===== src/rtl/clock_slot_allocator_macros.svh =====
// Assertion macros shared by the clock slot allocator RTL.
`ifndef CLOCK_SLOT_ALLOCATOR_MACROS_SVH
`define CLOCK_SLOT_ALLOCATOR_MACROS_SVH

// Same-cycle implication, disabled during reset.
`define CSA_ASSERT_IMPL(label, clk, rst_n, ante, cons) \
    label: assert property (@(posedge clk) disable iff (!rst_n) (ante) |-> (cons)) \
        else $error("clock_slot_allocator: assertion failed");

// Next-cycle implication, disabled during reset.
`define CSA_ASSERT_NEXT(label, clk, rst_n, ante, cons) \
    label: assert property (@(posedge clk) disable iff (!rst_n) (ante) |=> (cons)) \
        else $error("clock_slot_allocator: assertion failed");

`endif


===== src/rtl/csa_pkg.sv =====
// Types and codes shared by the clock slot allocator.
`timescale 1ns / 1ps

package csa_pkg;

    localparam int SLOT_W = 6;
    localparam int STAT_W = 2;
    localparam int POS_W  = 7;

    localparam logic FN_ALLOC   = 1'b0;
    localparam logic FN_RELEASE = 1'b1;

    localparam logic [STAT_W-1:0] ST_OK          = 2'd0;
    localparam logic [STAT_W-1:0] ST_FULL        = 2'd1;
    localparam logic [STAT_W-1:0] ST_BAD_RELEASE = 2'd2;

    // One entry of the mark RAM.
    typedef struct packed {
        logic busy;
        logic refd;
    } t_marks;

endpackage


===== src/rtl/csa_mark_ram.sv =====
// Busy/referenced mark RAM: one write port, one registered read port.
`timescale 1ns / 1ps

module csa_mark_ram
    import csa_pkg::*;
#(
    parameter int DEPTH = 64,
    parameter int AW    = 6
) (
    input  logic          i_clk,
    input  logic          i_we,
    input  logic [AW-1:0] i_waddr,
    input  t_marks        i_wdata,
    input  logic [AW-1:0] i_raddr,
    output t_marks        o_rdata
);

    t_marks r_mem [DEPTH];
    t_marks r_rdata;

    always_ff @(posedge i_clk) begin
        if (i_we) begin
            r_mem[i_waddr] <= i_wdata;
        end
    end

    always_ff @(posedge i_clk) begin
        r_rdata <= r_mem[i_raddr];
    end

    assign o_rdata = r_rdata;

endmodule


===== src/rtl/clock_slot_allocator.sv =====
// Top level: clock (second chance) slot allocator for a square tile atlas.
`timescale 1ns / 1ps

// After reset the block runs a clearing pass over the mark RAM, with
// o_in_ready low. An allocate beat probes k slots, where k runs from 1 to
// 2*SLOTS: one probe per cycle, set by the single read port of the mark RAM,
// pipelined so the next slot is read while the current one is judged. One
// beat is worked on at a time; the result sits in an output register, so the
// next beat is taken while it waits.
// Tile position is tracked as column/row next to the hand, so x and y need
// only a multiply by TILE.
module clock_slot_allocator
    import csa_pkg::*;
#(
    parameter int SLOTS     = 64,
    parameter int ROW_SLOTS = 8,
    parameter int TILE      = 16
) (
    input  logic              i_clk,
    input  logic              i_rst_n,
    input  logic              i_in_valid,
    output logic              o_in_ready,
    input  logic              i_func,
    input  logic [SLOT_W-1:0] i_slot,
    output logic              o_out_valid,
    input  logic              i_out_ready,
    output logic [SLOT_W-1:0] o_slot_id,
    output logic [STAT_W-1:0] o_status,
    output logic [POS_W-1:0]  o_pos_x,
    output logic [POS_W-1:0]  o_pos_y
);

`include "clock_slot_allocator_macros.svh"

    localparam int AW    = $clog2(SLOTS);
    localparam int PW    = $clog2(2 * SLOTS);
    localparam int CW    = $clog2(ROW_SLOTS);
    localparam int ROWS  = (SLOTS + ROW_SLOTS - 1) / ROW_SLOTS;
    localparam int RW    = (ROWS > 1) ? $clog2(ROWS) : 1;
    localparam logic [PW-1:0] PROBE_LAST = PW'(2 * SLOTS - 1);

    typedef enum logic [4:0] {
        S_CLEAR = 5'b00001,
        S_IDLE  = 5'b00010,
        S_PROBE = 5'b00100,
        S_REL   = 5'b01000,
        S_POST  = 5'b10000
    } t_state;

    t_state r_state, n_state;

    logic [AW-1:0] r_hand, n_hand;
    logic [CW-1:0] r_col, n_col;
    logic [RW-1:0] r_row, n_row;
    logic [PW-1:0] r_probes, n_probes;
    logic [AW-1:0] r_clr, n_clr;
    logic          r_rel_ok, n_rel_ok;
    logic [AW-1:0] r_rel_addr, n_rel_addr;

    logic [SLOT_W-1:0] r_res_id, n_res_id;
    logic [STAT_W-1:0] r_res_stat, n_res_stat;
    logic [POS_W-1:0]  r_res_x, n_res_x;
    logic [POS_W-1:0]  r_res_y, n_res_y;

    logic              r_out_valid;
    logic [SLOT_W-1:0] r_out_id;
    logic [STAT_W-1:0] r_out_stat;
    logic [POS_W-1:0]  r_out_x;
    logic [POS_W-1:0]  r_out_y;

    logic          mem_we;
    logic [AW-1:0] mem_waddr;
    t_marks        mem_wdata;
    logic [AW-1:0] mem_raddr;
    t_marks        mem_rdata;

    logic          in_acc;
    logic          load_out;
    logic          hand_last;
    logic          col_last;
    logic [AW-1:0] hand_nx;
    logic [CW-1:0] col_nx;
    logic [RW-1:0] row_nx;
    logic [31:0]   slot_wide;
    logic          slot_in_range;
    logic [AW-1:0] slot_addr;

    csa_mark_ram #(
        .DEPTH (SLOTS),
        .AW    (AW)
    ) u_marks (
        .i_clk   (i_clk),
        .i_we    (mem_we),
        .i_waddr (mem_waddr),
        .i_wdata (mem_wdata),
        .i_raddr (mem_raddr),
        .o_rdata (mem_rdata)
    );

    assign o_in_ready    = (r_state == S_IDLE);
    assign in_acc        = i_in_valid && o_in_ready;
    assign load_out      = (r_state == S_POST) && (!r_out_valid || i_out_ready);

    assign slot_wide     = 32'(i_slot);
    assign slot_in_range = slot_wide < 32'(SLOTS);
    assign slot_addr     = slot_wide[AW-1:0];

    // Hand advance with column/row kept in step.
    assign hand_last = (32'(r_hand) == 32'(SLOTS - 1));
    assign col_last  = (32'(r_col) == 32'(ROW_SLOTS - 1));
    assign hand_nx   = hand_last ? '0 : r_hand + 1'b1;
    assign col_nx    = (hand_last || col_last) ? '0 : r_col + 1'b1;
    assign row_nx    = hand_last ? '0 : (col_last ? r_row + 1'b1 : r_row);

    always_comb begin
        n_state    = r_state;
        n_hand     = r_hand;
        n_col      = r_col;
        n_row      = r_row;
        n_probes   = r_probes;
        n_clr      = r_clr;
        n_rel_ok   = r_rel_ok;
        n_rel_addr = r_rel_addr;
        n_res_id   = r_res_id;
        n_res_stat = r_res_stat;
        n_res_x    = r_res_x;
        n_res_y    = r_res_y;
        mem_we     = 1'b0;
        mem_waddr  = r_hand;
        mem_wdata  = '{busy: 1'b0, refd: 1'b0};
        mem_raddr  = r_hand;

        unique case (r_state)
            S_CLEAR: begin
                mem_we    = 1'b1;
                mem_waddr = r_clr;
                // slot 0 is reserved from reset on
                mem_wdata = '{busy: (r_clr == '0), refd: 1'b0};
                if (32'(r_clr) == 32'(SLOTS - 1)) begin
                    n_state = S_IDLE;
                end else begin
                    n_clr = r_clr + 1'b1;
                end
            end
            S_IDLE: begin
                if (in_acc) begin
                    if (i_func == FN_ALLOC) begin
                        mem_raddr = r_hand;
                        n_probes  = '0;
                        n_state   = S_PROBE;
                    end else begin
                        mem_raddr  = slot_addr;
                        n_rel_ok   = slot_in_range && (i_slot != '0);
                        n_rel_addr = slot_addr;
                        n_state    = S_REL;
                    end
                end
            end
            S_PROBE: begin
                // rdata holds the marks of r_hand; fetch the next slot meanwhile
                mem_raddr = hand_nx;
                mem_we    = 1'b1;
                mem_waddr = r_hand;
                n_hand    = hand_nx;
                n_col     = col_nx;
                n_row     = row_nx;
                if (!mem_rdata.busy && !mem_rdata.refd) begin
                    mem_wdata  = '{busy: 1'b1, refd: 1'b1};
                    n_res_id   = SLOT_W'(r_hand);
                    n_res_stat = ST_OK;
                    n_res_x    = POS_W'(32'(r_col) * TILE);
                    n_res_y    = POS_W'(32'(r_row) * TILE);
                    n_state    = S_POST;
                end else begin
                    mem_wdata = '{busy: mem_rdata.busy, refd: 1'b0};
                    if (r_probes == PROBE_LAST) begin
                        n_res_id   = '0;
                        n_res_stat = ST_FULL;
                        n_res_x    = '0;
                        n_res_y    = '0;
                        n_state    = S_POST;
                    end else begin
                        n_probes = r_probes + 1'b1;
                    end
                end
            end
            S_REL: begin
                n_res_id = '0;
                n_res_x  = '0;
                n_res_y  = '0;
                if (r_rel_ok && mem_rdata.busy) begin
                    // mark stays: freed slot still gets its second chance
                    mem_we     = 1'b1;
                    mem_waddr  = r_rel_addr;
                    mem_wdata  = '{busy: 1'b0, refd: mem_rdata.refd};
                    n_res_stat = ST_OK;
                end else begin
                    n_res_stat = ST_BAD_RELEASE;
                end
                n_state = S_POST;
            end
            S_POST: begin
                if (load_out) begin
                    n_state = S_IDLE;
                end
            end
            default: begin
                n_state = S_CLEAR;
            end
        endcase
    end

    always_ff @(posedge i_clk) begin
        if (!i_rst_n) begin
            r_state     <= S_CLEAR;
            r_hand      <= '0;
            r_col       <= '0;
            r_row       <= '0;
            r_probes    <= '0;
            r_clr       <= '0;
            r_rel_ok    <= 1'b0;
            r_out_valid <= 1'b0;
        end else begin
            r_state  <= n_state;
            r_hand   <= n_hand;
            r_col    <= n_col;
            r_row    <= n_row;
            r_probes <= n_probes;
            r_clr    <= n_clr;
            r_rel_ok <= n_rel_ok;
            if (load_out) begin
                r_out_valid <= 1'b1;
            end else if (i_out_ready) begin
                r_out_valid <= 1'b0;
            end
        end
    end

    always_ff @(posedge i_clk) begin
        r_rel_addr <= n_rel_addr;
        r_res_id   <= n_res_id;
        r_res_stat <= n_res_stat;
        r_res_x    <= n_res_x;
        r_res_y    <= n_res_y;
        if (load_out) begin
            r_out_id   <= r_res_id;
            r_out_stat <= r_res_stat;
            r_out_x    <= r_res_x;
            r_out_y    <= r_res_y;
        end
    end

    assign o_out_valid = r_out_valid;
    assign o_slot_id   = r_out_id;
    assign o_status    = r_out_stat;
    assign o_pos_x     = r_out_x;
    assign o_pos_y     = r_out_y;

    `CSA_ASSERT_IMPL(a_fail_zero, i_clk, i_rst_n, o_out_valid && (o_status != ST_OK), (o_slot_id == '0) && (o_pos_x == '0) && (o_pos_y == '0))
    `CSA_ASSERT_NEXT(a_accept_to_work, i_clk, i_rst_n, in_acc, (r_state == S_PROBE) || (r_state == S_REL))
    `CSA_ASSERT_IMPL(a_probe_bound, i_clk, i_rst_n, r_state == S_PROBE, r_probes <= PROBE_LAST)
    `CSA_ASSERT_IMPL(a_hand_range, i_clk, i_rst_n, 1'b1, 32'(r_hand) < 32'(SLOTS))

endmodule

===== config.mk =====
export PLATFORM = sky130hd
export DESIGN_NAME = clock_slot_allocator
export DESIGN_NICKNAME = d
export VERILOG_FILES = /design/src/rtl/csa_pkg.sv /design/src/rtl/csa_mark_ram.sv /design/src/rtl/clock_slot_allocator.sv
export VERILOG_INCLUDE_DIRS = /design/src /design/src/rtl
export SDC_FILE = /design/constraint.sdc
export NUM_CORES = 1
export LEC_CHECK = 0
export BUFFER_PORTS_ARGS = -buffer_cell sky130_fd_sc_hd__buf_4
export CAP_MARGIN = 20
export CORE_MARGIN = 3
export CORE_UTILIZATION = 40
export DETAILED_ROUTE_END_ITERATION = 16
export RECOVER_POWER = 100
export SYNTH_ARGS = -nofsm -noshare
export SYNTH_HDL_FRONTEND = slang
export SYNTH_SLANG_ARGS = --single-unit

===== constraint.sdc =====
create_clock -name i_clk -period 5 [get_ports i_clk]
set_clock_uncertainty 0.05 [all_clocks]
set_input_delay 0.5 -clock i_clk [delete_from_list [all_inputs] [get_ports i_clk]]
set_output_delay 0.5 -clock i_clk [all_outputs]
set_load 0.005 [all_outputs]

== Yosys cells after proc, flatten, opt, wreduce, memory -nomap -nowiden ==
Memories as Yosys holds them, arrays and structs flattened. A register that Yosys moved wholly into a read port is not among the register bits.
Cells that the tools add are included.

* $add $sub $neg: 5
* Order comparisons: 1
* Equality and inequality tests: 16
* Muxes and demuxes: 42
* Bitwise logic cells: 1
* Reduce and logical (&&, ||, !) cells: 23

{| class="wikitable"
|+ Operators by type and width
! cell !! number
|-
| 7-bit 2-to-1 mux || 7
|-
| 7-bit case mux with 2 select lines || 3
|-
| 6-bit 2-to-1 mux || 6
|-
| 6-bit case mux with 2 select lines || 3
|-
| 5-bit 2-to-1 mux || 5
|-
| 5-bit case mux with 5 select lines || 1
|-
| 6-bit by 1-bit adder with 6-bit output, second input constant || 2
|-
| 6-bit == test, second input constant || 2
|-
| 2-bit != test, second input constant || 5
|-
| 3-bit 2-to-1 mux || 3
|-
| 2-bit 2-to-1 mux || 4
|-
| 2-bit nonzero test || 4
|-
| 7-bit by 1-bit adder with 7-bit output, second input constant || 1
|-
| 7-bit == test, second input constant || 1
|-
| 6-bit by 7-bit < comparator with 1-bit output, second input constant || 1
|-
| 3-bit by 1-bit adder with 3-bit output, second input constant || 2
|-
| 6-bit logical NOT || 1
|-
| 1-bit 2-to-1 mux || 6
|-
| 2-bit case mux with 3 select lines || 1
|-
| 2-bit AND reduction || 3
|-
| 6-bit nonzero test || 1
|-
| 5-bit by 1-bit == test with 1-bit output, second input constant || 1
|-
| 5-bit by 2-bit == test with 1-bit output, second input constant || 1
|-
| 5-bit by 3-bit == test with 1-bit output, second input constant || 1
|-
| other kinds (16) || 23
|}

* Register bits: 82
* RAM bits: 128
* Input port bits: 11
* Output and inout bits: 24
* Memories: 1

{| class="wikitable"
|+ Memory list
! memory !! depth !! width !! read ports !! clocked after Yosys merged registers in !! write ports !! RTL line !! source
|-
| u_marks.r_mem || 64 || 2 || 1 || 1 || 1 || csa_mark_ram.sv:18 || <nowiki>t_marks r_mem [DEPTH];</nowiki>
|}

== Depth between registers and ports, before layout ==
* Word-level depth: 5
* Gate-level depth with buffers: 12
* Gate-level depth less buffers: 9

== Cells and area by module ==
A second synthesis with hierarchy kept.

* Cell total of the unflattened synthesis: 634
* Area, all modules: 8552.0 µm²

{| class="wikitable"
|+ By module, submodules not included
! module !! instances !! cells each !! area an instance (µm²) !! sequential area each (µm²)
|-
| csa_mark_ram || 1 || 324 || 5397.7 || 3883.7
|-
| clock_slot_allocator || 1 || 310 || 3154.3 || 1661.6
|}

== Worst setup path before layout ==
Ideal clock, no wire load.

* Kind: register to register
* Start point: register r_state[0]
* End point: memory u_marks.r_mem[0][1] (netlist bit), data pin
* Setup time: 702 ps
* Data arrival time: 3620 ps
* Required time: 4248 ps
* Setup slack: 628 ps
* Cell stages (with the launch flop): 6
* Path buffers: 2
* Clock period less this slack: 4372 ps
* Cells stage by stage: dfxtp_1 -> buf_4 -> nor3_4 -> nand2_4 -> clkbuf_1 -> o21ai_0

{| class="wikitable"
|+ RTL lines
! element !! RTL line !! source
|-
| start: declaration || clock_slot_allocator.sv:50 || <nowiki>t_state r_state, n_state;</nowiki>
|-
| start signal: assignment || clock_slot_allocator.sv:224 || <nowiki>r_state <= n_state;</nowiki>
|-
| end: declaration || csa_mark_ram.sv:18 ||
|}

== Worst setup path after layout ==
* Start point: register r_state[0]
* End point: register u_marks.o_rdata[0] (netlist name)

* Longest elaborated chain between the ends: 4
* Elaborated cells on any way between the ends: 5

{| class="wikitable"
|+ Ends and longest elaborated chain
! element !! RTL line !! source
|-
| 5-bit by 2-bit == test with 1-bit output || clock_slot_allocator.sv:100, clock_slot_allocator.sv:133 ||
|-
| 1-bit logical AND || clock_slot_allocator.sv:101 || <nowiki>assign in_acc = i_in_valid && o_in_ready;</nowiki>
|-
| 6-bit 2-to-1 mux || clock_slot_allocator.sv:146 || <nowiki>if (in_acc) begin</nowiki>
|-
| 6-bit case mux with 2 select lines (*) || clock_slot_allocator.sv:133 || <nowiki>unique case (r_state)</nowiki>
|}

Mark *: on every way between the ends. The rest lies on a longest branch, timed or not.
A chain may end at the register's enable or synchronous reset.

==> out/qor.yml <==
irDropWorstVdd_mv: 0.346
dp_hpwl_mm: 14.2
cts_max_path_buffers: 2
die-area_um2: 23600
holdWs_ns: 0.289
cts_root_buf: "clkbuf_16"
slowest_stage: "o311ai_4"
pin_count: 35
clkTransAtPathRegs_ns: 0.07
utilization_pct: 45.2
post_cts_buffers: 0
cts.sinks: 196
critical_path_peak_fanout: 37
area_growth_pct: 9.94
setup_ws_ns: 0.921
start_util_pct: 41.1
pre_cts_slack_ns: 1.52
cp_common_cell: "nor3_1"
min_path_type: "in -> reg"
grt_pass1_vias: 5848
nFillCells: 1991
gp_congestion: 0.879
hold_buffers: 0
cts_tree: "yes"
critPathMaxStageDelay_ns: 0.71
critPathRequiredTime_ns: 5.28
fin_setup_tns_ns: 0
maxSlewViolCount: 0
synthDistinctLibCells: 74
arrival_ns: 4.35
endpoint_kind: "register"
vias: 6017
whs_path_depth: 3
grt_pass1_wl_mm: 33.4
synth_enable_flop_cells: 162
relSlewSlack_pct: 29.4
cts_buffers: 17
ys.flop_type: "edfxtp_1"
critPathKind: "reg -> reg"
syn_area_per_cell_um2: 11.6
via_per_inst: 5.68
wire_per_inst_um: 19.6
drt_first_pass_iters: 6
cts_resized: 0
row_count: 53
async_flop_share_pct: 0
totalWireLength_mm: 20.8
final_cell_mix: "edfxtp_1 (162), nand2_1 (124), nor2_1 (108)"
final_antenna_net_count: 0
status: "complete, no violations"
setup_viol: 0
critPathLaunchType: "register"
crit_path_cell_trace: "nor3_1 -> nand2_1 -> o311ai_4 -> buf_4 -> a32oi_1 -> a2111oi_0 -> nor3_1 -> a32o_1"
grt_usage_pct: 18.0
fmax_mhz: 245
drcViolationCount: 0
worstMarginPinSlew_ns: 1.06
post-route-min-period_ns: 4.08
fin_crit_sh_pct: 81.6
synth_cells: 754
r2r_cells: 8
drive_above_1_share_pct: 8.41
cts_max_level: 4
grt.overflow.total: 0
die_x_um: 154
fin_nets: 790
power.leakage_uw: 0.00297
antenna_cells: 0
clk_latency_ns: 0.44
grt_max_degree: 60
initialDrtViolationCount: 557
antenna_found_initial: 0
seq_area_frac_synth_pct: 63.5
power_density_nw_per_um2: 416
maxCapViolCount: 0
hold_viol_final: 0
port_buffers: 26
grt_setup_unrepaired: "no"
layout_commonest_cell: "edfxtp_1"
die_h_um: 154
ys_warn_count: 0
netlist_area_um2: 8730
core_um2: 21200
synth-seq-cells: 196
routing by layer:
| metal | GRT usage, % | routed length [um] |
|---|---|---|
| met5 | 0 | 0 |
| met3 | 3.72 | 1130 |
| met2 | 28.2 | 9640 |
| met1 | 25.5 | 9680 |
| met4 | 5.21 | 367 |
per-stage QoR:
step | cells | power [uW] | area (um2)
floorplan | 761 | 2480 | 8760
finish | 1060 | 3990 | 9600
global route | 1060 | 4160 | 9600
CTS | 1059 | 4040 | 9680
global placement | 1027 | 2710 | 9100
detailed placement | 1027 | 2710 | 9100
cells in the mapped netlist, drive strengths merged, types with 4 or more instances:
master  count  area share [%]
nor3        9            0.64
edfxtp    162              56
a21oi      67             4.0
xor2        6            0.60
mux2i       4            0.46
and3        5            0.36
a221o       6            0.69
nor2      108             4.8
inv         6            0.26
xnor2       4            0.40
nor4        6            0.50
a22oi       9            0.77
nor2b       4            0.29
a32oi      12             1.2
and2       19             1.4
nand3      14            0.80
a311oi      4            0.40
o21a        6            0.52
dfxtp      34             7.8
o211ai      5            0.64
o21ai      15            0.86
o22ai       4            0.29
buf        33             2.6
nand4       4            0.29
a211oi      4            0.34
or3         5            0.42
a221oi     14             1.5
nand2     124             5.4
a22o        6            0.60
clkbuf      9            0.39
ha          7             1.0
state kept, by name, indices dropped and copies added, names as in the netlist, 2 cells and up:
name,count
r_res_stat,2
r_state,5
o_status,2
r_res_id,6
o_pos_y,3
o_slot_id,6
r_rel_addr,6
o_pos_x,3
r_res_x,3
r_probes,7
r_row,3
r_clr,6
r_hand,6
u_marks.r_mem,128
u_marks.o_rdata,2
r_col,3
r_res_y,3
worst max-delay path: cells and delay by family (launching register included):
kind	cells	cell delay, ns
compound gates	4	1.63
simple gates	3	1.36
buf+inv	1	0.49
flops	1	0.41
cell type report:
| cell class | instances | area [um2] | area share [%] |
|---|---|---|---|
| Timing Repair Buffer | 34 | 221 | 2.31 |
| Inverter | 7 | 26.3 | 0.274 |
| Clock inverter | 13 | 140 | 1.46 |
| Tap cell | 275 | 344 | 3.58 |
| Sequential cell | 196 | 5550 | 57.8 |
| Clock buffer | 19 | 433 | 4.51 |
| Multi-Input combinational cell | 516 | 2890 | 30.1 |
cells by family after synthesis:
group	count (synthesis)	synth area share, %
XOR/XNOR	10	1.00
multiplexers	4	0.459
adder cells (fa/ha/maj)	7	1.00
AND/OR/NAND/NOR	314	16.5
flip-flops	196	63.5
other	1	0.0429
AO/OA/AOI/OAI	173	14.2
buffers and inverters	49	3.28
report_power, final:
group          switching [uW]  internal [uW]
Sequential               56.3           1970
Clock                     637            707
Combinational             475            145
Total                    1170           2830
final timing paths:
check,from,end,slack [ns]
setup / recovery,r_state[0],u_marks.o_rdata[0],0.92
hold / removal,i_rst_n,r_state[1],0.29
setup reg to reg,r_state[0],u_marks.o_rdata[0],0.92
hold reg to reg,r_res_stat[0],o_status[0],0.36
No activity file was read; power rests on OpenSTA's default activity.
